**src/rtl/mgf_pkg.sv**
```systemverilog
// Shared types, constants and SHA-256 tables for the MGF1 mask generator.
// No dependencies; every other file imports this package.
package mgf_pkg;

  localparam int SEED_CNT_W = 9;   // holds a seed length up to 256
  localparam int SEED_IDX_W = 8;
  localparam int LEN_W      = 10;
  localparam int POS_W      = 9;   // byte position inside a padded message
  localparam int REM_W      = 10;

  typedef struct packed {
    logic                  bank;
    logic [SEED_CNT_W-1:0] seed_len;
    logic                  ovf;
    logic [LEN_W-1:0]      mask_len;
  } job_t;

  typedef struct packed {
    logic                  en;
    logic                  bank;
    logic [SEED_IDX_W-1:0] idx;
    logic [7:0]            data;
  } seed_wr_t;

  typedef enum logic [2:0] {
    ST_IDLE,
    ST_LOAD,
    ST_ROUND,
    ST_ADD,
    ST_EMIT
  } st_t;

  localparam logic [31:0] SHA_IV [8] = '{
    32'h6a09e667, 32'hbb67ae85, 32'h3c6ef372, 32'ha54ff53a,
    32'h510e527f, 32'h9b05688c, 32'h1f83d9ab, 32'h5be0cd19
  };

  localparam logic [31:0] SHA_K [64] = '{
    32'h428a2f98, 32'h71374491, 32'hb5c0fbcf, 32'he9b5dba5,
    32'h3956c25b, 32'h59f111f1, 32'h923f82a4, 32'hab1c5ed5,
    32'hd807aa98, 32'h12835b01, 32'h243185be, 32'h550c7dc3,
    32'h72be5d74, 32'h80deb1fe, 32'h9bdc06a7, 32'hc19bf174,
    32'he49b69c1, 32'hefbe4786, 32'h0fc19dc6, 32'h240ca1cc,
    32'h2de92c6f, 32'h4a7484aa, 32'h5cb0a9dc, 32'h76f988da,
    32'h983e5152, 32'ha831c66d, 32'hb00327c8, 32'hbf597fc7,
    32'hc6e00bf3, 32'hd5a79147, 32'h06ca6351, 32'h14292967,
    32'h27b70a85, 32'h2e1b2138, 32'h4d2c6dfc, 32'h53380d13,
    32'h650a7354, 32'h766a0abb, 32'h81c2c92e, 32'h92722c85,
    32'ha2bfe8a1, 32'ha81a664b, 32'hc24b8b70, 32'hc76c51a3,
    32'hd192e819, 32'hd6990624, 32'hf40e3585, 32'h106aa070,
    32'h19a4c116, 32'h1e376c08, 32'h2748774c, 32'h34b0bcb5,
    32'h391c0cb3, 32'h4ed8aa4a, 32'h5b9cca4f, 32'h682e6ff3,
    32'h748f82ee, 32'h78a5636f, 32'h84c87814, 32'h8cc70208,
    32'h90befffa, 32'ha4506ceb, 32'hbef9a3f7, 32'hc67178f2
  };

  function automatic logic [31:0] rotr(input logic [31:0] x, input int n);
    rotr = (x >> n) | (x << (32 - n));
  endfunction

endpackage

```
**src/rtl/mgf_front.sv**
```systemverilog
// Front end: mask length register, seed byte buffering and job creation.
// Depends on mgf_pkg; writes the seed RAM held in mgf_back.
module mgf_front import mgf_pkg::*; #(
  parameter int MAX_SEED_BYTES = 64,
  parameter int MAX_MASK_BYTES = 512
) (
  input  logic             clk,
  input  logic             rst_n,
  input  logic             cfg_valid,
  input  logic [LEN_W-1:0] cfg_mask_length,
  input  logic             accept,
  input  logic [7:0]       seed_byte,
  input  logic             seed_last,
  output seed_wr_t         wr,
  output logic             push,
  output job_t             job
);

  logic [LEN_W-1:0]      len_r;
  logic [SEED_CNT_W-1:0] cnt_r;
  logic                  ovf_r;
  logic                  bank_r;
  logic                  room;
  logic [SEED_CNT_W-1:0] cnt_after;
  logic [LEN_W-1:0]      eff_len;

  assign room      = cnt_r < SEED_CNT_W'(MAX_SEED_BYTES);
  assign cnt_after = room ? cnt_r + 1'b1 : cnt_r;

  always_comb begin
    if (len_r == '0) begin
      eff_len = LEN_W'(1);
    end else if (len_r > LEN_W'(MAX_MASK_BYTES)) begin
      eff_len = LEN_W'(MAX_MASK_BYTES);
    end else begin
      eff_len = len_r;
    end
  end

  assign wr.en   = accept && room;
  assign wr.bank = bank_r;
  assign wr.idx  = cnt_r[SEED_IDX_W-1:0];
  assign wr.data = seed_byte;

  assign push          = accept && seed_last;
  assign job.bank      = bank_r;
  assign job.seed_len  = cnt_after;
  assign job.ovf       = ovf_r || !room;
  assign job.mask_len  = eff_len;

  always_ff @(posedge clk) begin
    if (!rst_n) begin
      len_r  <= LEN_W'(32);
      cnt_r  <= '0;
      ovf_r  <= 1'b0;
      bank_r <= 1'b0;
    end else begin
      if (cfg_valid) begin
        len_r <= cfg_mask_length;
      end
      if (accept) begin
        if (seed_last) begin
          cnt_r  <= '0;
          ovf_r  <= 1'b0;
          bank_r <= !bank_r;
        end else begin
          cnt_r <= cnt_after;
          ovf_r <= ovf_r || !room;
        end
      end
    end
  end

endmodule

```
**src/rtl/mgf_jobq.sv**
```systemverilog
// Two-entry job queue between front and back; one entry per seed RAM bank.
// Depends on mgf_pkg for job_t.
module mgf_jobq import mgf_pkg::*; (
  input  logic clk,
  input  logic rst_n,
  input  logic push,
  input  job_t push_job,
  input  logic pop,
  output logic full,
  output logic head_valid,
  output job_t head
);

  job_t       ent_r [2];
  logic       wp_r;
  logic       rp_r;
  logic [1:0] cnt_r;

  assign full       = cnt_r == 2'd2;
  assign head_valid = cnt_r != 2'd0;
  assign head       = ent_r[rp_r];

  always_ff @(posedge clk) begin
    if (push) begin
      ent_r[wp_r] <= push_job;
    end
  end

  always_ff @(posedge clk) begin
    if (!rst_n) begin
      wp_r  <= 1'b0;
      rp_r  <= 1'b0;
      cnt_r <= '0;
    end else begin
      if (push) wp_r <= !wp_r;
      if (pop)  rp_r <= !rp_r;
      cnt_r <= cnt_r + {1'b0, push} - {1'b0, pop};
    end
  end

`ifndef ASSERT_OFF
  a_no_overrun: assert property (@(posedge clk) disable iff (!rst_n)
    full |-> !push || pop) else $error("job queue overrun");
  a_no_underrun: assert property (@(posedge clk) disable iff (!rst_n)
    pop |-> head_valid) else $error("job queue underrun");
  a_count_step: assert property (@(posedge clk) disable iff (!rst_n)
    (push && !pop) |=> cnt_r == $past(cnt_r) + 2'd1) else $error("queue count slip");
`endif

endmodule

```
**src/rtl/mgf_back.sv**
```systemverilog
// Back end: seed RAM, SHA-256 round engine iterating over counter hashes,
// and mask word emission. Depends on mgf_pkg.
module mgf_back import mgf_pkg::*; #(
  parameter int MAX_SEED_BYTES = 64
) (
  input  logic        clk,
  input  logic        rst_n,
  input  seed_wr_t    wr,
  input  logic        job_valid,
  input  job_t        job,
  output logic        pop,
  output logic        out_valid,
  output logic [63:0] out_mask_word,
  output logic [3:0]  out_valid_bytes,
  output logic        out_mask_last,
  output logic        out_seed_overflow
);

  localparam int RAM_DEPTH = 2 * MAX_SEED_BYTES;
  localparam int AW        = $clog2(RAM_DEPTH);

  logic [7:0]    ram [RAM_DEPTH];
  logic [7:0]    ram_q;
  logic [AW-1:0] waddr;
  logic [AW-1:0] raddr;

  st_t state_r, state_nxt;

  job_t             job_r;
  logic [3:0]       ctr_r;
  logic [2:0]       blk_r;
  logic [2:0]       nblk_r;
  logic [6:0]       lc_r;
  logic [POS_W-1:0] pos_d_r;
  logic [5:0]       t_r;
  logic [1:0]       j_r;
  logic [REM_W-1:0] rem_r;
  logic [511:0]     msg_r;
  logic [31:0]      h_r [8];
  logic [31:0]      v_r [8];

  logic [POS_W-1:0] pos;
  logic [POS_W-1:0] n_pos;
  logic [POS_W-1:0] total;
  logic [15:0]      bits;
  logic [7:0]       msg_byte;
  logic [31:0]      w0, w_new, s0, s1, ss0, ss1, ch, mj, t1, t2;
  logic [3:0]       vb;
  logic [REM_W-1:0] rem_after;
  logic [63:0]      word_raw;
  logic [63:0]      word_out;

  // Seed RAM: front writes, back reads with a registered port
  assign waddr = wr.bank ? AW'(MAX_SEED_BYTES) + AW'(wr.idx) : AW'(wr.idx);

  assign pos   = {blk_r, 6'd0} + POS_W'(lc_r[5:0]);
  assign n_pos = POS_W'(job_r.seed_len);

  always_comb begin
    if (pos < n_pos) begin
      raddr = job_r.bank ? AW'(MAX_SEED_BYTES) + AW'(pos[SEED_IDX_W-1:0])
                         : AW'(pos[SEED_IDX_W-1:0]);
    end else begin
      raddr = '0;
    end
  end

  always_ff @(posedge clk) begin
    if (wr.en) begin
      ram[waddr] <= wr.data;
    end
    ram_q <= ram[raddr];
  end

  // Padded message byte: seed, counter, 0x80, zeros, bit length
  assign total = {nblk_r, 6'd0};
  assign bits  = {4'd0, 12'(job_r.seed_len + 9'd4) << 3};

  always_comb begin
    priority if (pos_d_r < n_pos) begin
      msg_byte = ram_q;
    end else if (pos_d_r == n_pos + POS_W'(3)) begin
      msg_byte = {4'd0, ctr_r};
    end else if (pos_d_r == n_pos + POS_W'(4)) begin
      msg_byte = 8'h80;
    end else if (pos_d_r == total - POS_W'(2)) begin
      msg_byte = bits[15:8];
    end else if (pos_d_r == total - POS_W'(1)) begin
      msg_byte = bits[7:0];
    end else begin
      msg_byte = 8'h00;
    end
  end

  // One round per cycle; schedule word expands in the message window
  assign w0    = msg_r[511:480];
  assign s0    = rotr(msg_r[479:448], 7) ^ rotr(msg_r[479:448], 18) ^ (msg_r[479:448] >> 3);
  assign s1    = rotr(msg_r[63:32], 17) ^ rotr(msg_r[63:32], 19) ^ (msg_r[63:32] >> 10);
  assign w_new = w0 + s0 + msg_r[223:192] + s1;
  assign ss1   = rotr(v_r[4], 6) ^ rotr(v_r[4], 11) ^ rotr(v_r[4], 25);
  assign ch    = (v_r[4] & v_r[5]) ^ (~v_r[4] & v_r[6]);
  assign t1    = v_r[7] + ss1 + ch + SHA_K[t_r] + w0;
  assign ss0   = rotr(v_r[0], 2) ^ rotr(v_r[0], 13) ^ rotr(v_r[0], 22);
  assign mj    = (v_r[0] & v_r[1]) ^ (v_r[0] & v_r[2]) ^ (v_r[1] & v_r[2]);
  assign t2    = ss0 + mj;

  // Word emission
  assign vb        = (rem_r >= REM_W'(8)) ? 4'd8 : rem_r[3:0];
  assign rem_after = rem_r - REM_W'(vb);
  assign word_raw  = {h_r[{j_r, 1'b0}], h_r[{j_r, 1'b1}]};

  always_comb begin
    for (int b = 0; b < 8; b++) begin
      word_out[63-8*b -: 8] = (4'(b) < vb) ? word_raw[63-8*b -: 8] : 8'h00;
    end
  end

  always_comb begin
    state_nxt = state_r;
    pop       = 1'b0;
    unique case (state_r)
      ST_IDLE:  if (job_valid) state_nxt = ST_LOAD;
      ST_LOAD:  if (lc_r == 7'd64) state_nxt = ST_ROUND;
      ST_ROUND: if (t_r == 6'd63) state_nxt = ST_ADD;
      ST_ADD:   state_nxt = (blk_r + 3'd1 < nblk_r) ? ST_LOAD : ST_EMIT;
      ST_EMIT: begin
        if (rem_after == '0) begin
          pop       = 1'b1;
          state_nxt = ST_IDLE;
        end else if (j_r == 2'd3) begin
          state_nxt = ST_LOAD;
        end
      end
      default: state_nxt = ST_IDLE;
    endcase
  end

  always_ff @(posedge clk) begin
    if (!rst_n) begin
      state_r   <= ST_IDLE;
      out_valid <= 1'b0;
    end else begin
      state_r   <= state_nxt;
      out_valid <= state_r == ST_EMIT;
    end
  end

  always_ff @(posedge clk) begin
    unique case (state_r)
      ST_IDLE: begin
        job_r  <= job;
        nblk_r <= 3'((job.seed_len + 9'd76) >> 6);
        rem_r  <= REM_W'(job.mask_len);
        ctr_r  <= '0;
        blk_r  <= '0;
        lc_r   <= '0;
        for (int i = 0; i < 8; i++) h_r[i] <= SHA_IV[i];
      end
      ST_LOAD: begin
        lc_r    <= lc_r + 7'd1;
        pos_d_r <= pos;
        if (lc_r != 7'd0) begin
          msg_r <= {msg_r[503:0], msg_byte};
        end
        t_r <= '0;
        for (int i = 0; i < 8; i++) v_r[i] <= h_r[i];
      end
      ST_ROUND: begin
        t_r   <= t_r + 6'd1;
        msg_r <= {msg_r[479:0], w_new};
        v_r[7] <= v_r[6];
        v_r[6] <= v_r[5];
        v_r[5] <= v_r[4];
        v_r[4] <= v_r[3] + t1;
        v_r[3] <= v_r[2];
        v_r[2] <= v_r[1];
        v_r[1] <= v_r[0];
        v_r[0] <= t1 + t2;
      end
      ST_ADD: begin
        for (int i = 0; i < 8; i++) h_r[i] <= h_r[i] + v_r[i];
        blk_r <= blk_r + 3'd1;
        lc_r  <= '0;
        j_r   <= '0;
      end
      ST_EMIT: begin
        out_mask_word     <= word_out;
        out_valid_bytes   <= vb;
        out_mask_last     <= rem_after == '0;
        out_seed_overflow <= job_r.ovf;
        rem_r <= rem_after;
        j_r   <= j_r + 2'd1;
        if (j_r == 2'd3) begin
          // next counter hash starts from the initial hash values
          ctr_r <= ctr_r + 4'd1;
          blk_r <= '0;
          lc_r  <= '0;
          for (int i = 0; i < 8; i++) h_r[i] <= SHA_IV[i];
        end
      end
      default: ;
    endcase
  end

`ifndef ASSERT_OFF
  a_emit_origin: assert property (@(posedge clk) disable iff (!rst_n)
    out_valid |-> $past(state_r == ST_EMIT)) else $error("strobe outside emit");
  a_pop_on_last: assert property (@(posedge clk) disable iff (!rst_n)
    pop |=> out_valid && out_mask_last) else $error("job retired without last word");
  a_pop_has_job: assert property (@(posedge clk) disable iff (!rst_n)
    pop |-> job_valid) else $error("retire without job");
`endif

endmodule

```
**src/rtl/mgf1_sha256_mask_generator_core.sv**
```systemverilog
// MGF1 mask generator over SHA-256.
// Channels: seed bytes transfer on start && !busy, one byte per cycle; the
// byte with in_seed_last set closes the seed and queues a mask job.
// Results: one 64-bit big-endian mask word per out_valid pulse, the final
// word marked by out_mask_last with out_valid_bytes leading bytes valid.
// The receiver cannot stall; words leave at their own pace.
// Config: cfg_mask_length transfers on cfg_valid (cfg_ready is always high),
// 0 reads as 1, values above MAX_MASK_BYTES saturate.
// Each counter hash runs, per 64-byte block (nblk = (seed_len+76)/64 blocks),
// a load, 64 rounds and an add, then emits up to 4 words; a mask takes
// ceil(L/32) such hashes, run one after another on the single round unit.
// Two seed banks let the next seed load while a mask is generated; busy rises
// when both banks hold queued seeds. Reset clears the queue and the engine
// and sets the mask length to 32; the seed RAM needs no clearing.
// Depends on mgf_pkg, mgf_front, mgf_jobq, mgf_back.
module mgf1_sha256_mask_generator_core import mgf_pkg::*; #(
  parameter int MAX_SEED_BYTES = 64,
  parameter int MAX_MASK_BYTES = 512
) (
  input  logic             clk,
  input  logic             rst_n,
  input  logic             start,
  output logic             busy,
  input  logic [7:0]       in_seed_byte,
  input  logic             in_seed_last,
  output logic             out_valid,
  output logic [63:0]      out_mask_word,
  output logic [3:0]       out_valid_bytes,
  output logic             out_mask_last,
  output logic             out_seed_overflow,
  input  logic             cfg_valid,
  output logic             cfg_ready,
  input  logic [LEN_W-1:0] cfg_mask_length
);

  seed_wr_t wr;
  job_t     push_job;
  job_t     head;
  logic     push;
  logic     pop;
  logic     full;
  logic     head_valid;
  logic     accept;

  assign cfg_ready = 1'b1;
  assign busy      = full;
  assign accept    = start && !busy;

  mgf_front #(
    .MAX_SEED_BYTES(MAX_SEED_BYTES),
    .MAX_MASK_BYTES(MAX_MASK_BYTES)
  ) u_front (
    .clk            (clk),
    .rst_n          (rst_n),
    .cfg_valid      (cfg_valid && cfg_ready),
    .cfg_mask_length(cfg_mask_length),
    .accept         (accept),
    .seed_byte      (in_seed_byte),
    .seed_last      (in_seed_last),
    .wr             (wr),
    .push           (push),
    .job            (push_job)
  );

  mgf_jobq u_jobq (
    .clk       (clk),
    .rst_n     (rst_n),
    .push      (push),
    .push_job  (push_job),
    .pop       (pop),
    .full      (full),
    .head_valid(head_valid),
    .head      (head)
  );

  mgf_back #(
    .MAX_SEED_BYTES(MAX_SEED_BYTES)
  ) u_back (
    .clk              (clk),
    .rst_n            (rst_n),
    .wr               (wr),
    .job_valid        (head_valid),
    .job              (head),
    .pop              (pop),
    .out_valid        (out_valid),
    .out_mask_word    (out_mask_word),
    .out_valid_bytes  (out_valid_bytes),
    .out_mask_last    (out_mask_last),
    .out_seed_overflow(out_seed_overflow)
  );

endmodule

```
**config.mk**
```make
export PLATFORM = sky130hd
export DESIGN_NAME = mgf1_sha256_mask_generator_core
export DESIGN_NICKNAME = d
export VERILOG_FILES = /design/src/rtl/mgf_pkg.sv /design/src/rtl/mgf_front.sv /design/src/rtl/mgf_jobq.sv /design/src/rtl/mgf_back.sv /design/src/rtl/mgf1_sha256_mask_generator_core.sv
export SDC_FILE = /design/constraint.sdc
export NUM_CORES = 2
export LEC_CHECK = 0
export ABC_AREA = 0
export BUFFER_PORTS_ARGS = -buffer_cell sky130_fd_sc_hd__buf_2
export CORE_MARGIN = 2
export CORE_UTILIZATION = 64
export DETAILED_ROUTE_END_ITERATION = 6
export PLACE_DENSITY = 0.8
export SLEW_MARGIN = 25
export SYNTH_ARGS = -nofsm -noshare
export SYNTH_HDL_FRONTEND = slang
export SYNTH_SLANG_ARGS = --single-unit
```
**constraint.sdc**
```tcl
create_clock -name clk -period 18.7 [get_ports clk]
set_clock_uncertainty 0.1 [all_clocks]
set_input_delay 0.935 -clock clk [delete_from_list [all_inputs] [get_ports clk]]
set_output_delay 0.935 -clock clk [all_outputs]
set_load 0.01 [all_outputs]
```
==> results.json <==
{
  "status": "complete, no violations",
  "path_common_cell": "inv_1",
  "report.final.slew_viol_count": 0,
  "synth_area_leaders": "edfxtp_1 (52%), nand2_1 (8.1%), ha_1 (4.4%)",
  "max-slew-margin-rel_pct": 21.4,
  "crit_path_start_kind": "register",
  "synthToLayoutAreaGrowth_pct": 8.32,
  "ys_ff_latch": 2255,
  "syn-cell-area_um2": 119000,
  "yosysWarnings": 0,
  "numClockSinks": 2255,
  "ant_nets": 0,
  "synth_top_area_share_pct": 52.5,
  "hold_violations": 0,
  "synth_top_family_by_area": "simple AND/OR/NAND/NOR gates",
  "synthMuxAreaShare_pct": 4.31,
  "antenna_found_initial": 3,
  "rsz0062_at_grt": "no",
  "cts_max_path_buffers": 3,
  "setup_tns_ns": 0,
  "wl_met1_um": 132000,
  "die_width_um": 436,
  "crit_required_ns": 19.34,
  "synth_simple_gate_area_share_pct": 13.4,
  "yosysTopAreaCell": "edfxtp_1",
  "post-route-period-util_pct": 58.3,
  "layout.nets": 11370,
  "cpPeakStageDelay_ns": 0.91,
  "synth-edff-count": 2087,
  "ys_seq_area_share_pct": 55.3,
  "fillers": 13309,
  "drc": 0,
  "synthXorXnorAreaFrac_pct": 4.47,
  "synth.avg_cell_area_um2": 11.0,
  "gp_congestion": 1.02,
  "wl_met2_um": 165000,
  "drv_cap": 0,
  "io_pins": 96,
  "max_freq_mhz": 91.7,
  "place_hpwl_um": 247000,
  "portBuffers": 94,
  "path_max_fanout": 22,
  "async_reset_ff_share_pct": 0,
  "grt_max_degree": 254,
  "num_rows": 158,
  "ys_types": 96,
  "hold_buffers": 0,
  "cp_data_arrival_time_ns": 11.55,
  "cts_tree": "built",
  "synth_common_cells": "nand2_1 (2563), edfxtp_1 (2087), nor2_1 (645)",
  "dr.max_layer_used": "met5",
  "avgRoutedWirePerCell_um": 26.6,
  "cts_resized": 0,
  "ctsHtreeMaxLevel": 4,
  "die_h_um": 436,
  "grt_pass1_wl_um": 531000,
  "synth_compound_area_share_pct": 11.7,
  "grt_util_all_layers_pct": 37.1,
  "cts_buffers": 223,
  "tightest_slew_ns": 1.16,
  "critPathBufInv": 5,
  "first_pass_iters": 7,
  "synth_ff_type": "edfxtp_1",
  "yosysMostFrequentCell": "nand2_1",
  "end_kind": "register",
  "setup_viol": 0,
  "drt-initial-drc-count": 12056,
  "met3_length_um": 32800,
  "min-delay-path-class": "primary input to register",
  "die-area_um2": 190000,
  "worst_path_dominant_cell_family": "compound AO/OA/AOI/OAI gates",
  "initial_core_util_pct": 64.4,
  "clk_latency_ns": 0.92,
  "vias": 86921,
  "cts.clk_slew.worst_paths_ns": 0.06,
  "cp_slowest_cell": "edfxtp_1",
  "synthAdderAreaFrac_pct": 7.74,
  "period_needed_ns": 10.91,
  "postCtsSetupBuffers": 0,
  "viasPerCell": 6.49,
  "netlist_instances": 10889,
  "utilization_pct": 69.8,
  "wl_um": 356000,
  "grt_pass1_vias": 83689,
  "cts_root_buf": "clkbuf_16",
  "core_um2": 185000,
  "gr-total-overflow": 0,
  "drive_gt1_share_pct": 7.48,
  "worst-setup-path-type": "register to register"
}
[layout make-up]
cell class                 count  area, um2  share of cell area [%]
clock buffer                 279       5960                    4.60
timing repair buffer         212       1460                    1.12
inverter                     372       1400                    1.08
sequential                  2255      66000                    51.0
antenna                        2       5.00                 0.00387
tap                         2480       3100                    2.40
multi-input combinational   7664      49900                    38.6
clock inverter               134       1540                    1.19
[path summary, 6_finish.rpt]
path	from	endpoint	slack, ns	cells past startpoint
min reg2reg	u_back.msg_r[327]$_DFFE_PP_	u_back.msg_r[359]$_DFFE_PP_	0.40	2
min	cfg_mask_length[5]	u_front.len_r[5]$_SDFFE_PN1P_	0.14	3
max reg2reg	u_back.t_r[0]$_SDFFCE_PN0P_	u_back.v_r[0][31]$_DFFE_PP_	7.79	33
max	u_back.t_r[0]$_SDFFCE_PN0P_	u_back.v_r[0][31]$_DFFE_PP_	7.79	33
[cells by family after synthesis]
| kind of cell | after synthesis |
|---|---|
| flip-flops | 2255 |
| AO/OA/AOI/OAI | 2160 |
| buffers and inverters | 971 |
| adder cells (fa/ha/maj) | 623 |
| multiplexers | 395 |
| XOR/XNOR | 609 |
| other | 1 |
| AND/OR/NAND/NOR | 3875 |
[registers in the layout (all words and copies together) (netlist names), 3 cells and up, named ones only]
register / count
u_back.nblk_r: 3
u_back.state_r: 3
u_back.v_r: 256
u_back.n_pos: 9
u_front.cnt_r: 9
u_back.msg_r: 512
u_back.pos_d_r: 9
u_back.out_mask_word: 64
u_back.rem_r: 10
u_back.out_valid_bytes: 4
u_back.ram_q: 8
u_front.len_r: 10
u_back.lc_r: 7
u_back.blk_r: 3
u_jobq.ent_r: 42
u_back.h_r: 256
u_back.t_r: 6
u_back.ram: 1024
u_back.ctr_r: 4
[metal layers]
metal | up-vias | GRT usage [%]
li1 | 38557 | -
met1 | 42197 | 48.5
met2 | 5119 | 58.3
met3 | 1046 | 6.30
met4 | 2 | 23.0
met5 | - | 0
[metrics by stage]
stage,setup slack (ns),hold WS [ns],cell area [um2],cells
final,7.79,0.144,129000,13398
after global routing,7.29,0.140,129000,13396
after CTS,8.09,0.107,129000,13394
after detailed placement,8.20,0.389,122000,12981
after global placement,8.23,0.342,122000,12980
after floorplan,4.71,0.300,119000,10890
[worst min-delay path: cells and delay by family]
| family | cells | cell delay (ns) |
|---|---|---|
| and+or+nand+nor | 1 | 0.06 |
| buffers and inverters | 1 | 0.08 |
| muxes | 1 | 0.06 |
[cells in the final DEF (no fill, tap or decap), types with 40 or more instances in the layout]
master	count
a211oi_1	75
a21o_1	188
a21oi_1	538
a31oi_1	66
and2_1	60
buf_2	86
buf_4	114
clkbuf_1	46
clkbuf_16	229
clkinv_1	41
clkinv_2	44
dfxtp_1	166
edfxtp_1	2087
fa_1	195
ha_1	424
inv_1	367
mux2_2	79
mux2i_1	228
mux4_2	88
nand2_1	2558
nand2b_1	67
nand3_1	109
nor2_1	641
nor2b_1	129
nor3_1	108
o211ai_1	104
o21a_1	89
o21ai_0	559
o21bai_1	51
o221ai_1	78
o22ai_1	40
o31ai_1	56
xnor2_1	382
xor2_1	227
Power is not shown: default switching activity piles up to over one toggle a cycle in this logic, so the estimate is an artifact.
